File: config.mk
export PLATFORM = sky130hd
export DESIGN_NAME = dhss_ctrl
export DESIGN_NICKNAME = d
export VERILOG_FILES = /design/src/design/dhss_pkg.sv /design/src/design/dhss_ctrl.sv
export SDC_FILE = /design/constraint.sdc
export NUM_CORES = 1
export LEC_CHECK = 0
export ABC_AREA = 1
export BUFFER_PORTS_ARGS = -buffer_cell sky130_fd_sc_hd__buf_2
export CAP_MARGIN = 20
export CORE_AREA = 2 2 39 41
export DETAILED_ROUTE_END_ITERATION = 16
export DIE_AREA = 0 0 41 43
export SLEW_MARGIN = 20
export SYNTH_ARGS = -nofsm -noshare
export SYNTH_HDL_FRONTEND = slang
export SYNTH_SLANG_ARGS = --single-unit
File: constraint.sdc
create_clock -name clk -period 2.55 [get_ports clk]
set_input_delay 0.255 -clock clk [delete_from_list [all_inputs] [get_ports clk]]
set_output_delay 0.255 -clock clk [all_outputs]
set_load 0.03 [all_outputs]
File: src/design/dhss_pkg.sv
// Package for the DNA string hash set: word types, field widths and codes.
// No dependencies.
`default_nettype none

package dhss_pkg;

  localparam int LEN_W         = 4;
  localparam int LET_W         = 22;
  localparam int FIELD_LETTERS = 11;
  localparam int MAX_LETTERS   = 11;
  localparam int LEN_CAP       = (MAX_LETTERS < FIELD_LETTERS) ? MAX_LETTERS : FIELD_LETTERS;
  // largest key is 4 * (2^11 - 1) = 8188
  localparam int KEY_W         = 13;
  localparam int ENTRY_W       = 1 + LEN_W + LET_W;
  localparam int VALID_BIT     = ENTRY_W - 1;

  localparam logic CMD_INSERT = 1'b0;
  localparam logic CMD_FIND   = 1'b1;

  typedef struct packed {
    logic             command;
    logic [LEN_W-1:0] length;
    logic [LET_W-1:0] letters;
  } dhss_in_t;

  typedef struct packed {
    logic found;
    logic inserted;
    logic full_res;
  } dhss_out_t;

  // controller -> datapath
  typedef struct packed {
    logic load;
    logic prep;
    logic mod_step;
    logic rd;
    logic cmp;
    logic clr_step;
  } dhss_cmd_t;

  // datapath -> controller
  typedef struct packed {
    logic key_ge_size;
    logic mod_last;
    logic hit;
    logic empty;
    logic last_probe;
    logic clr_last;
  } dhss_sts_t;

endpackage

`default_nettype wire

File: src/design/dhss_ctrl.sv
// Controller FSM for the hash set: clear pass, setup, modulo, probe loop.
// Depends on dhss_pkg.
`default_nettype none

module dhss_ctrl
  import dhss_pkg::*;
(
  input  wire logic      clk,
  input  wire logic      rst_n,
  input  wire logic      start,
  output logic           busy,
  input  wire dhss_sts_t sts,
  output dhss_cmd_t      cmd
);

  localparam logic [2:0] S_CLEAR = 3'd0;
  localparam logic [2:0] S_IDLE  = 3'd1;
  localparam logic [2:0] S_PREP  = 3'd2;
  localparam logic [2:0] S_MOD   = 3'd3;
  localparam logic [2:0] S_READ  = 3'd4;
  localparam logic [2:0] S_CMP   = 3'd5;

  logic [2:0] state_r, state_nxt;

  always_comb begin
    state_nxt = state_r;
    cmd       = '0;
    case (state_r)
      S_CLEAR: begin
        cmd.clr_step = 1'b1;
        if (sts.clr_last) state_nxt = S_IDLE;
      end
      S_IDLE: begin
        if (start) begin
          cmd.load  = 1'b1;
          state_nxt = S_PREP;
        end
      end
      S_PREP: begin
        cmd.prep  = 1'b1;
        state_nxt = sts.key_ge_size ? S_MOD : S_READ;
      end
      S_MOD: begin
        cmd.mod_step = 1'b1;
        if (sts.mod_last) state_nxt = S_READ;
      end
      S_READ: begin
        cmd.rd    = 1'b1;
        state_nxt = S_CMP;
      end
      S_CMP: begin
        cmd.cmp = 1'b1;
        if (sts.hit || sts.empty || sts.last_probe) state_nxt = S_IDLE;
        else                                        state_nxt = S_READ;
      end
      default: state_nxt = S_IDLE;
    endcase
  end

  assign busy = (state_r != S_IDLE);

  always_ff @(posedge clk) begin
    if (!rst_n) state_r <= S_CLEAR;
    else        state_r <= state_nxt;
  end

endmodule

`default_nettype wire

Word level (Yosys, flattened, before mapping) --
Cells that the tools add are included. Widths: inputs -> output; s select.
Operators by class: equality and inequality tests 9, mux-type cells 13, reductions and logical operators 4
Operators by type and width (number):
- $pmux 3 s6 | 1
- $mux 3 | 5
- $mux 1 | 7
- $eq 3x2->1 const B | 2
- $eq 3x3->1 const B | 2
- $ne 2x2->1 const B | 3
- $eq 3x1->1 const B | 1
- $logic_not 3->1 | 1
- $ne 3x1->1 const B | 1
- $reduce_and 3->1 | 1
- $logic_or 1x1->1 | 2
Storage, ports and cells: register bits after elaboration 3, bits of input ports 9, output and inout bits 7, word-level logic and storage cells 27

Logic depth before layout (Yosys ltp) --
Gate-level depths: netlist of the first run.
depth after elaboration 4, gate-level depth with buffers 7, gate-level depth less buffers 7

Least setup slack after synthesis of the first run --
OpenSTA, ideal clock, no wires.
kind reg-to-output, from register state_r[0], to output cmd[5] (netlist name), arrival 1.240 ns, required time 2.295 ns, setup slack 1.055 ns, cell stages (with the launch flop) 5, path buffers 0, cell sequence dfxtp_1 inv_1 nor2_2 nand2_1 nor2_1
RTL lines:
- start, declared | line dhss_ctrl.sv:23 | logic [2:0] state_r, state_nxt;
- start signal, assigned | line dhss_ctrl.sv:64 | else state_r <= state_nxt;
- end, declared | line dhss_ctrl.sv:13 | output dhss_cmd_t cmd

==> results.toml, run 1 <==
[global_route]
grt_overflow = 0
grt_pass1_wl_mm = 1.021
antenna_found_initial = 0
use_met2_pct = 12.19
grt.total_usage_pct = 8.626
grt_pass1_vias = 296
use_met3_pct = 3.141
grt_max_degree = 8
busiest_layer = "met2"
grt_use_met1_pct = 10.26

[drt]
wire_per_inst_um = 7.667
vias_per_cell = 3.914
ant_nets = 0
firstDrtPassIters = 2
vias = 317
drt-initial-drc-count = 4
wl_um = 621
drc = 0

[clock_network]
hold_buffers = 0
clock_path_buffers = 2
clock-root-buffer = "clkbuf_4"
cts-resized-gates = 0
clk_latency_ns = 0.23
cts_inserted_buffers = 3
cts_setup_buffers = 0
cts_tree = "yes"
htreeDepth = 1
clk_pin_slew_worst_paths_ns = 0.03
cts.sink_count = 3

[sta]
rsz0062_at_grt = "no"
fin_tns_setup_ns = 0
finalHoldViolCount = 0
period_share_pct = 56.69
worstMarginPinSlew_ns = 0.2408
drv_slew = 0
clock_skew_ns = 0.0003395
slew-limit-headroom_pct = 83.92
max_freq_mhz = 691.7
min_period_ns = 1.446
setup_viol = 0

[placed_design]
dp_cells = 77
hpwl_um = 527.7
gp_congestion = 0.7796
port_buffers = 15

[power_and_ir_drop]
p_per_area_nw_per_um2 = 683.1
finalPower_uw = 253.9
p_leak_nw = 0.2142
ir_drop_mv = 0.2509

[run_status]
run_status = "complete, no violations"

[worst_hold_path]
hp-class = "primary input to register"

[final_layout]
largest_register_ff_count = 3
area_delta_synth_final_pct = 48.50
diodes = 0
post-route-util_pct = 26.85
fin_cells = 81
layout.nets = 75
largestRegisters = "state_r: 3 flops"
mostFrequentLayoutCell = "buf_2"
final_cell_mix = "15 x buf_2, 12 x nand2_1, 9 x nor2_1"
layout-drive-gt1-share_pct = 33.85
regMostFlops = "state_r"

[logic_synthesis]
syn-instance-count = 46
syn_area_per_cell_um2 = 5.440
synth.net_count = 55
ys_types = 14
synth_warnings = 0
ys_seq_elements = 3
syn_area_um2 = 250.2
ys_seq_area_share_pct = 24.00

[critical_path]
worstSetupEndpointType = "primary output"
r2r-start = "state_r[0]"
worstSetupStartpointType = "register"
path_max_fanout = 7
cp_data_required_time_ns = 2.30
endpoint = "cmd[5]"
criticalPathCategory = "register to primary output"
crit_start = "state_r[0]"
cpMaxStageDelayCell = "dfxtp_1"
cp_data_arrival_time_ns = 1.19
max_stage_delay_ns = 0.42
rr_endpoint = "state_r[2]"
rrSetupSlack_ns = 1.46
crit_chain = "inv_1 -> nor2_2 -> nand2_1 -> nor2_1 -> buf_2"
r2r_cells = 6

[floorplanning]
coreArea_um2 = 1384
row_count = 14
dieHeight_um = 43
start_util_pct = 18.08
die-area_um2 = 1763
die_x_um = 41
ioPinCount = 16

[job]
maxCapViolCount = 0
## synthesized netlist by cell type
cell type  number  area share [%]
nand2_1        12              18
nand3b_1        1             3.0
inv_2           1             1.5
o211ai_1        1             3.0
nor2_2          2             5.0
inv_1           8              12
nor3_1          1             2.0
dfxtp_1         3              24
nand2_2         1             2.5
and3_1          1             2.5
nand3_1         1             2.0
nand4_1         2             5.0
nor2_1          9              13
a21oi_1         3             6.0
## area by class of cell
cell class,instances,area [um2]
repair buffers,15,75.07
inverters,9,33.78
clock buffers,4,26.28
flip-flops and latches,3,60.06
multi-input cells,34,156.4
well taps,16,20.02
fillers,166,1012
## kinds of logic (layout without fill, tap and decap cells)
| family | Yosys count | count (layout) | share of synthesized area [%] |
|---|---|---|---|
| buf+inv | 9 | 28 | 13.50 |
| flops | 3 | 3 | 24.00 |
| simple gates | 30 | 30 | 53.50 |
| compound gates | 4 | 4 | 8.999 |
## power by group
| part | internal (mW) | leakage [nW] | switching, mW |
|---|---|---|---|
| Combinational | 0.0365 | 0.175 | 0.0712 |
| Sequential | 0.0538 | 0.0246 | 0.0109 |
| Clock | 0.0585 | 0.0150 | 0.0228 |
## worst max-delay path, delay by kind of cell, from the launching register on
family        cells  cell delay (ns)
flops             1             0.42
simple gates      3             0.26
buf+inv           2             0.28
## how the worst min path moves through the flow
stage | startpoint | end | slack, ns | cells after the start
after floorplan | rst_n | state_r[2] | 0.41 | 2
after global placement | rst_n | state_r[2] | 0.51 | 3
after detailed placement | rst_n | state_r[2] | 0.52 | 3
after CTS | rst_n | state_r[2] | 0.27 | 3
after global routing | rst_n | state_r[2] | 0.30 | 3
final | rst_n | state_r[2] | 0.28 | 3
## metal layers
layer | up-vias | wire, um
met1 | 126 | 290
met5 | - | 0
met4 | 0 | 0
li1 | 182 | -
met2 | 9 | 287
met3 | 0 | 44
## metrics by stage
stage	hold WS [ns]	worst slack, ns	area (um2)
after detailed placement	0.5151	1.349	345.3
after global placement	0.5081	1.375	345.3
after floorplan	0.4060	1.055	250.2
final	0.2761	1.104	371.6
after CTS	0.2712	1.096	371.6
after global routing	0.3036	0.9292	371.6
(Power assumes the default switching activity.)
==> run 2, diff against run 1 <==
==> constraint.sdc (replaced) <==
create_clock -name clk -period 1.45 [get_ports clk]
set_input_delay 0.145 -clock clk [delete_from_list [all_inputs] [get_ports clk]]
set_output_delay 0.145 -clock clk [all_outputs]
set_load 0.03 [all_outputs]
==> results.toml, run 2 (synthesis results as in run 1) <==
[clock_network]
clk_pin_slew_worst_paths_ns = 0.04
hold_buffers = 0
cts.sink_count = 3
cts_setup_buffers = 0
cts_inserted_buffers = 3
clock_path_buffers = 2
cts_tree = "yes"
clock-root-buffer = "clkbuf_4"
htreeDepth = 1
clk_latency_ns = 0.23

[floorplanning]
die_x_um = 41
dieHeight_um = 43
die-area_um2 = 1763
row_count = 14
start_util_pct = 18.08
coreArea_um2 = 1384
ioPinCount = 16

[final_layout]
largestRegisters = "state_r: 3 flops"
final_cell_mix = "15 x buf_2, 12 x nand2_1, 9 x nor2_1"
stdcell_area_um2 = 372.9
diodes = 0
largest_register_ff_count = 3
layout.nets = 75
multi_input_area_um2 = 156.4
fillers = 169
fin_cells = 81
mostFrequentLayoutCell = "buf_2"
layout-drive-gt1-share_pct = 35.38
regMostFlops = "state_r"
ff_latch_area_um2 = 61.31
area_delta_synth_final_pct = 49.00

[drt]
ant_nets = 0
wl_um = 627
vias_per_cell = 3.975
vias = 322
drt-initial-drc-count = 3
wire_per_inst_um = 7.741
drc = 0
firstDrtPassIters = 2

[job]
maxCapViolCount = 0

[critical_path]
rrSetupSlack_ns = 0.37
criticalPathCategory = "register to primary output"
worstSetupEndpointType = "primary output"
cp_data_arrival_time_ns = 1.14
cp_data_required_time_ns = 1.31
worstSetupStartpointType = "register"
path_max_fanout = 7

[sta]
fin_tns_setup_ns = 0
rsz0062_at_grt = "no"
period_share_pct = 88.44
whs_ns = 0.1604
setup_viol = 0
clock_skew_ns = 0.002091
drv_slew = 0
max_freq_mhz = 779.8
worstMarginPinSlew_ns = 0.2479
min_period_ns = 1.282
slew-limit-headroom_pct = 83.45
finalHoldViolCount = 0

[power_and_ir_drop]
p_leak_nw = 0.2144
finalPower_uw = 446.8
ir_drop_mv = 0.3868
p_per_area_nw_per_um2 = 1198

[worst_hold_path]
hp-class = "primary input to register"

[global_route]
grt_max_degree = 8
grt.total_usage_pct = 8.534
grt_overflow = 0
antenna_found_initial = 0
grt_pass1_wl_um = 993
grt_pass1_vias = 283

[run_status]
run_status = "complete, no violations"

[placed_design]
port_buffers = 15
gp_congestion = 0.7515
dp_cells = 77
place_area_um2 = 345.3
hpwl_um = 520
-- run 2: changes by cell type in the layout (fill, tap and decap cells not counted) --
cell	delta
dfxtp_1	-1
dfxtp_2	+1
-- run 2: timing repair --
item / 4_1_cts / 5_1_grt
hold endpoints to repair: 0 / 0
gates resized for setup: 0 / 1
setup endpoints to repair: 0 / 1
-- run 2: final cells by class --
cell class / instances / area share, %
multi-input combinational: 34 / 41.95
tap: 16 / 5.369
clock buffer: 4 / 7.047
sequential: 3 / 16.44
timing repair buffer: 15 / 20.13
inverter: 9 / 9.060
-- run 2: metal layers --
| metal | wire, um | global-route usage [%] |
|---|---|---|
| met1 | 268 | 9.646 |
| met2 | 305 | 12.50 |
| met3 | 53 | 1.571 |
| met4 | 0 | 8.000 |
| met5 | 0 | 0 |
-- run 2: path summary, 6_finish.rpt --
kind | startpoint | to | cells after the start
max | state_r[0] | cmd[5] | 5
min | rst_n | state_r[2] | 3
max reg2reg | state_r[2] | state_r[0] | 6
min reg2reg | state_r[0] | state_r[1] | 4
-- run 2: through the flow --
stage          worst slack (ns)  util (%)
2_1_floorplan           0.06517         -
3_3_place_gp             0.3351     24.95
3_5_place_dp             0.3333     24.95
4_1_cts                 0.07664     26.85
5_1_grt                 0.06110     26.94
6_report                 0.1676     26.94
-- run 2: worst max-delay path: stages (launching register included) --
cell and delay (ns):
dfxtp_2 0.37, inv_1 0.06, nor2_2 0.10, nand2_1 0.09
nor2_1 0.09, buf_2 0.20
-- run 2: report_power, final --
part | switching, mW | total [mW] | internal, mW
combinational | 0.124 | 0.189 | 0.0643
sequential | 0.0189 | 0.115 | 0.0961
clock | 0.0402 | 0.143 | 0.103
total | 0.184 | 0.447 | 0.263
